--- config.mk ---
export PLATFORM = sky130hd
export DESIGN_NAME = salru_ram
export DESIGN_NICKNAME = d
export VERILOG_FILES = /design/src/rtl/assert_macros.svh /design/src/rtl/salru_ram.sv
export SDC_FILE = /design/constraint.sdc
export NUM_CORES = 1
export LEC_CHECK = 0
export BUFFER_PORTS_ARGS = -buffer_cell sky130_fd_sc_hd__buf_2
export CORE_MARGIN = 5
export CORE_UTILIZATION = 25
export CTS_CLUSTER_SIZE = 20
export DETAILED_ROUTE_END_ITERATION = 8
export HOLD_SLACK_MARGIN = 0.05
export PLACE_DENSITY = 0.41
export SLEW_MARGIN = 20
export SYNTH_ARGS = -nofsm -noshare
export SYNTH_HDL_FRONTEND = slang
export SYNTH_SLANG_ARGS = --single-unit
--- constraint.sdc ---
create_clock -name clk -period 3.2 [get_ports clk]
set_clock_uncertainty 0.1 [all_clocks]
set_input_delay 0.64 -clock clk [delete_from_list [all_inputs] [get_ports clk]]
set_output_delay 0.64 -clock clk [all_outputs]
set_load 0.02 [all_outputs]
--- src/rtl/assert_macros.svh ---
// Assertion macros shared by the cache RTL.
// Depends on clk and rst_n being visible in the module that expands them.
`ifndef ASSERT_MACROS_SVH
`define ASSERT_MACROS_SVH

`define SALRU_ASSERT_ALWAYS(label, cond, msg) \
  label: assert property (@(posedge clk) disable iff (!rst_n) (cond)) \
    else $error(msg);

`define SALRU_ASSERT_IMPLY(label, ante, cons, msg) \
  label: assert property (@(posedge clk) disable iff (!rst_n) (ante) |-> (cons)) \
    else $error(msg);

`endif

--- src/rtl/salru_ram.sv ---
// Simple dual-port RAM with one write port and one registered read port.
// No dependencies.
module salru_ram #(
  parameter int WIDTH = 8,
  parameter int DEPTH = 16,
  localparam int AW = (DEPTH > 1) ? $clog2(DEPTH) : 1
) (
  input  logic             clk,
  input  logic             we,
  input  logic [AW-1:0]    waddr,
  input  logic [WIDTH-1:0] wdata,
  input  logic             re,
  input  logic [AW-1:0]    raddr,
  output logic [WIDTH-1:0] rdata
);

  logic [WIDTH-1:0] mem [DEPTH];

  always_ff @(posedge clk) begin
    if (we) begin
      mem[waddr] <= wdata;
    end
  end

  always_ff @(posedge clk) begin
    if (re) begin
      rdata <= mem[raddr];
    end
  end

endmodule

# Word level (Yosys, flattened, before mapping)
# Memories as Yosys holds them, arrays and structs flattened. A register that Yosys moved wholly into a read port is not among the register bits.
# Index checks and enable logic that the tools add are counted.
# word_totals
regBits,0
ram_bits,128
memories,1
elab_cells,3
in_bits,19
out_inout_bits,8
# classes
mux,2
# mem_list
memory,depth,width,read_ports,rd_clocked_by_memory_dff,wr,line,rtl
mem,16,8,1,1,1,salru_ram.sv:17,logic [WIDTH-1:0] mem [DEPTH];
# ops
operator,n
1-bit 2-to-1 mux,2

# Logic depth before layout (Yosys ltp)
# Gate-level depths: netlist of the first run.
# depth
ltp_word,2
depth_mapped,5
ltp_nobuf,3

# Worst setup path before layout of the first run
# No wires, ideal clock.
# synth_path
path_type,in2reg
from,input port waddr[2]
to,"memory mem[0][0], enable pin"
setup_time_ps,383
cell_stages,2
arrival_time_ps,1750
required_ps,2717
n_path_buf,0
path_slack_ps,967
path_cell_list,or3b_2 -> nor3_1
# synth_rtl
item,line,rtl
start: declaration,salru_ram.sv:10,"input logic [AW-1:0] waddr,"
end: declaration,salru_ram.sv:17,
# Straight into the memory's write port.

==> flow_summary.ini, run 1 <==
[global_routing]
grt_pass1_wl_um = 17290
grt_max_degree = 23
track_usage_pct = 10.25
grt_overflow_total = 0
grt_antenna_before_repair = 0
grt_pass1_vias = 2560

[setup_path]
critPathCaptureType = flop
slowest_delay_ns = 0.58
timing.critical_path.slowest_stage_cell = mux4_1
critical_path.startpoint_type = input port
timing.critical_path.arrival_ns = 2.16
path_cells = buf_2 -> buf_4 -> mux4_1 -> a22oi_1 -> nand2_1
timing.critical_path.fanout_max = 8
worst_r2r_setup_slack_ns = 1.49
worstSetupPathType = in2reg
worst_ep_required_time_ns = 3.25

[timing]
hold_viol = 0
post-route-period-util_pct = 65.99
finalWorstPathRequiredPeriod_ns = 2.112
grt_setup_unrepaired = no
timing.fmax_mhz = 473.6
final.hold.worst_slack_ns = 0.5057
worst-slew-pin-transition_ns = 0.7354
report.final.slew_viol_count = 0
finalSetupViolCount = 0
setup-tns-final_ns = 0
timing.slew.headroom_pct = 50.87

[cells_and_area]
post-route-cell-area_um2 = 6341
finish.cell_count_without_fillers = 573
diodes = 0
syn_to_layout_area_delta_pct = 21.30
final_layout_size_suffix_gt1_share_pct = 30.87
design.final.nets = 304

[route]
drt_first_iter_violations = 172
vias = 2444
wl_per_cell_um = 20.08
drt-vias-per-instance = 4.265
drt_pass1_iterations = 4
route.antenna.remaining_nets = 0
wirelength_um = 11510
drc = 0

[place]
place.detailed.hpwl_um = 7618
place_area_um2 = 5798
placedCellCount = 541
globalplace.congestion = 0.7357
numPortBuffers = 26

[floorplanning]
floorplan.die.width_um = 154.6
floorplan.die.height_um = 154.6
floorplan.io_pins = 27
floorplan.initialDensity_pct = 25.11
core-area_um2 = 20820
rows = 53
design.die.area_um2 = 23900

[clock_tree]
worst_setup_hold_path_clk_slew_ns = 0.06
tritoncts = built
htree_levels = 4
cts_post_setup_buffers_inserted = 0
cts_resized = 0
clk-insertion-delay-late_ns = 0.42
cts.hold.buffers_added = 0
clock_path_buffers = 2
clkSinkCount = 136
clk_root_buffer_cell = clkbuf_16
tritoncts_buffers = 17

[synth]
synth_seq_area_share_pct = 78.12
synth_top_cell_area_share_pct = 78.12
mappedNetlistNets = 248
instance_count_of_the_mapped_netlist = 229
synth_area_um2 = 5228
synth.distinct_cells = 18
synth_area_leader_cell = edfxtp_1
post_synth_main_area_contributors = edfxtp_1 78%, mux4_2 7.8%, mux4_1 7.0%
post_synth.cell_area_avg_um2 = 22.83
yosysWarnings = 0
ffs_latches_synth = 136

[pwr]
pwr_density_cell_nw_per_um2 = 633.6
maximum_resistive_drop_on_vdd_mv = 0.4059
power.leakage_nw = 2.104

[min_path]
hold_class = in2reg

[flow_run]
cap_viol_max_count = 0

[run_status]
run_status = completed
[synth_stat cells, drive strengths merged]
master	number
edfxtp	136
buf	7
nor3	4
and2	1
nand3b	2
or3b	1
nor2	13
mux4	32
a22oi	16
nand2b	2
clkdlybuf4s25	3
and2b	1
nand3	1
nand2	9
nor2b	1
[registers in the layout, indices dropped and copies added, names as in the netlist]
signal and cells:
mem 128, rdata 8
[critical path, delay by kind of cell]
| kind | cells | cell delay, ns |
|---|---|---|
| buffers and inverters | 2 | 0.51 |
| AND/OR/NAND/NOR | 1 | 0.11 |
| AO/OA/AOI/OAI | 1 | 0.32 |
| multiplexers | 1 | 0.58 |
[cell families after synthesis]
kind of cell / count (synthesis) / synth area share, %
AO/OA/AOI/OAI: 16 / 2.298
buffers and inverters: 10 / 1.651
flip-flops: 136 / 78.12
multiplexers: 32 / 14.79
AND/OR/NAND/NOR: 35 / 3.136
[layer usage]
layer	share of wire, %	track usage (%)
met1	51	15.57
met2	43	13.79
met3	4.9	3.665
met4	0.22	2.649
met5	0	0
[path summary, 6_finish.rpt]
check,end,startpoint,cells past startpoint
worst max-delay path,rdata[2],raddr[0],5
worst min register to register,rdata[7],mem[13][7],3
worst max register to register,rdata[5],mem[1][5],3
worst min-delay path,rdata[1],re,1
[report_power, final]
part	leakage, nW	internal [mW]	total [mW]	switching, mW
clock network	0.274	1.12	1.80	0.679
logic	0.594	0.0795	0.201	0.121
registers	1.24	2.01	2.02	0.0110
total	2.10	3.21	4.02	0.811
[layout by cell type (no fill, tap or decap), types with 4 or more instances in the layout]
cell type,n
nor3_1,4
nor2_1,13
clkinv_2,7
edfxtp_1,136
mux4_1,14
clkbuf_16,17
a22oi_1,16
nand2_1,9
buf_2,26
clkinv_1,5
buf_4,19
mux4_2,18
[per-stage QoR]
| stage | total power, mW | setup WS, ns | utilization, % |
|---|---|---|---|
| global placement | 2.261 | 0.6393 | 27.85 |
| CTS | 4.078 | 1.076 | 30.45 |
| detailed placement | 2.263 | 0.6284 | 27.85 |
| global route | 4.171 | 0.9990 | 30.45 |
| floorplan | 2.164 | 0.9671 | - |
| finish | 4.018 | 1.088 | 30.45 |
[cell type report]
class                           instances  area, um2
Tap cell                              275      344.1
Sequential cell                       136       4084
Fill cell                            2056      14480
Timing Repair Buffer                   47      312.8
Clock buffer                           18      429.2
Multi-Input combinational cell         83       1057
Clock inverter                         14      113.9
Power figures use the tool's default switching activity.
==> run 2, diff against run 1 <==
--- a/config.mk
+++ b/config.mk
@@ -11,7 +11,7 @@
 export CTS_CLUSTER_SIZE = 20
 export DETAILED_ROUTE_END_ITERATION = 8
 export HOLD_SLACK_MARGIN = 0.05
-export PLACE_DENSITY = 0.41
+export PLACE_DENSITY = 0.43
 export SLEW_MARGIN = 20
 export SYNTH_ARGS = -nofsm -noshare
 export SYNTH_HDL_FRONTEND = slang
==> constraint.sdc (replaced) <==
create_clock -name clk -period 1.85 [get_ports clk]
set_clock_uncertainty 0.1 [all_clocks]
set_input_delay 0.37 -clock clk [delete_from_list [all_inputs] [get_ports clk]]
set_output_delay 0.37 -clock clk [all_outputs]
set_load 0.02 [all_outputs]
==> flow_summary.ini, run 2 (same netlist as run 1, synthesis figures left out) <==
[setup_path]
timing.rr.start = mem[1][1]
worst_ep_required_time_ns = 1.90
critPathCaptureType = flop
slowest_delay_ns = 0.55
reg2regPathDepth = 4
cp_common_cell = buf_12
timing.critical_path.arrival_ns = 1.78
timing.critical_path.fanout_max = 9
worstSetupPathType = in2reg
bufs_and_invs_on_worst_path = 3
timing.rr.end = rdata[1]
path_cells = buf_2 -> buf_12 -> buf_12 -> mux4_1 -> a22oi_1 -> nand2_1
worst_path_dominant_cell_family = multiplexers
worst_setup_path_startpoint = raddr[0]
timing.critical_path.slowest_stage_cell = mux4_1
worst_r2r_setup_slack_ns = 0.13
critical_path.startpoint_type = input port

[pwr]
total_power_mw = 7.234
power.leakage_nw = 2.182
pwr_density_cell_nw_per_um2 = 1109
maximum_resistive_drop_on_vdd_mv = 0.7534

[timing]
report.final.slew_viol_count = 0
finalSetupViolCount = 0
hold_viol = 0
worst-slew-pin-transition_ns = 0.7970
post-route-period-util_pct = 93.89
timing.slew.headroom_pct = 46.67
grt_setup_unrepaired = no
timing.fmax_mhz = 575.7
finalWorstPathRequiredPeriod_ns = 1.737

[global_routing]
grt_antenna_before_repair = 0
grt_pass1_wl_um = 17280
grt_overflow_total = 0
grt_max_degree = 17
track_usage_pct = 10.11
grt_pass1_vias = 2652

[route]
vias = 2434
wl_per_cell_um = 19.51
route.antenna.remaining_nets = 0
wirelength_um = 11330
drc = 0
drt_first_iter_violations = 159
drt-vias-per-instance = 4.189
drt_pass1_iterations = 4

[cells_and_area]
multi_input_logic_area_um2 = 1062
largest_registers_ranked_by_flip_flop_count = mem: 128 flops, rdata: 8 flops
largest_register_ffs = 128
most-common-layout-cells = 136 x edfxtp_1, 26 x buf_2, 23 x buf_4
layout.filler_cells = 2027
most_frequent_standard_cell_in_the_layout_excluding_fill_and_tap_cells = edfxtp_1
diodes = 0
utilization_pct = 31.33
final_layout_size_suffix_gt1_share_pct = 33.01
registers.top_by_ff_count = mem
seq_area_um2 = 4084
design.final.nets = 313
syn_to_layout_area_delta_pct = 24.80
finish.cell_count_without_fillers = 581

[floorplanning]
core-area_um2 = 20820
design.die.area_um2 = 23900
floorplan.die.height_um = 154.6
rows = 53
floorplan.io_pins = 27
floorplan.initialDensity_pct = 25.11
floorplan.die.width_um = 154.6

[clock_tree]
worst_setup_hold_path_clk_slew_ns = 0.06
clkSinkCount = 136
cts_post_setup_buffers_inserted = 0
tritoncts_buffers = 17
htree_levels = 4
tritoncts = built
clk-insertion-delay-late_ns = 0.40
cts.hold.buffers_added = 0
cts_resized = 0
clk_root_buffer_cell = clkbuf_16
clock_path_buffers = 2

[place]
numPortBuffers = 26
placedCellCount = 550
place.detailed.hpwl_um = 7570
globalplace.congestion = 0.6770

[min_path]
min_from = re
hold_class = in2reg
whs_endpoint = rdata[2]
min_delay_path_depth = 1

[flow_run]
cap_viol_max_count = 0

[run_status]
run_status = completed
[run 2: cell count changes in the layout (fill, tap and decap cells not counted)]
cell	previous run	this run
buf_12	2	7
clkinv_1	5	4
nor3_1	4	3
buf_4	19	23
nor3_2	0	1
clkbuf_1	1	2
clkinv_2	7	3
bufinv_16	2	4
clkinvlp_4	0	1
[run 2: power by group]
part	switching, mW	internal, mW
clock	1.14	2.22
sequential	0.0175	3.47
combinational	0.214	0.166
total	1.38	5.86
[run 2: cell type report]
class                      instances  area share [%]
sequential                       136           62.60
multi-input combinational         83           16.28
timing repair buffer              56           6.789
clock buffer                      19           6.636
tap                              275           5.274
clock inverter                    12           2.417
[run 2: per-layer routing]
metal / up-vias / wire length [um] / GRT usage [%]
met4: 0 / 65 / 2.775
met1: 1273 / 5438 / 13.73
li1: 1113 / - / -
met5: - / 0 / 0
met2: 44 / 5352 / 15.56
met3: 4 / 477 / 3.414
[run 2: how the worst max path moves through the flow]
stage | to | slack, ns | cells after the start
6_report | rdata[5] | 0.11 | 6
4_1_cts | rdata[1] | 0.1 | 4
3_5_place_dp | rdata[5] | -0.30 | 6
3_3_place_gp | rdata[5] | -0.29 | 6
2_1_floorplan | rdata[1] | 0.1 | 5
5_1_grt | rdata[1] | 0.06 | 4
[run 2: worst register-to-register path, delay by kind of cell, from the launching register on]
family | cells | cell delay [ns]
AOI/OAI and AO/OA | 1 | 0.26
buffers and inverters | 1 | 0.17
DFF | 1 | 0.36
muxes | 1 | 0.54
and+or+nand+nor | 1 | 0.06
[run 2: through the flow]
stage               setup slack, ns  hold WS (ns)  area, um2  setup TNS (ns)
floorplan                   0.09759        0.3689       5233               0
global placement            -0.2928        0.6375       5933          -1.639
detailed placement          -0.3024        0.6377       5933          -1.684
CTS                         0.09567        0.2254       6524               0
global route                0.06393        0.2273       6524               0
finish                       0.1130        0.2405       6524               0
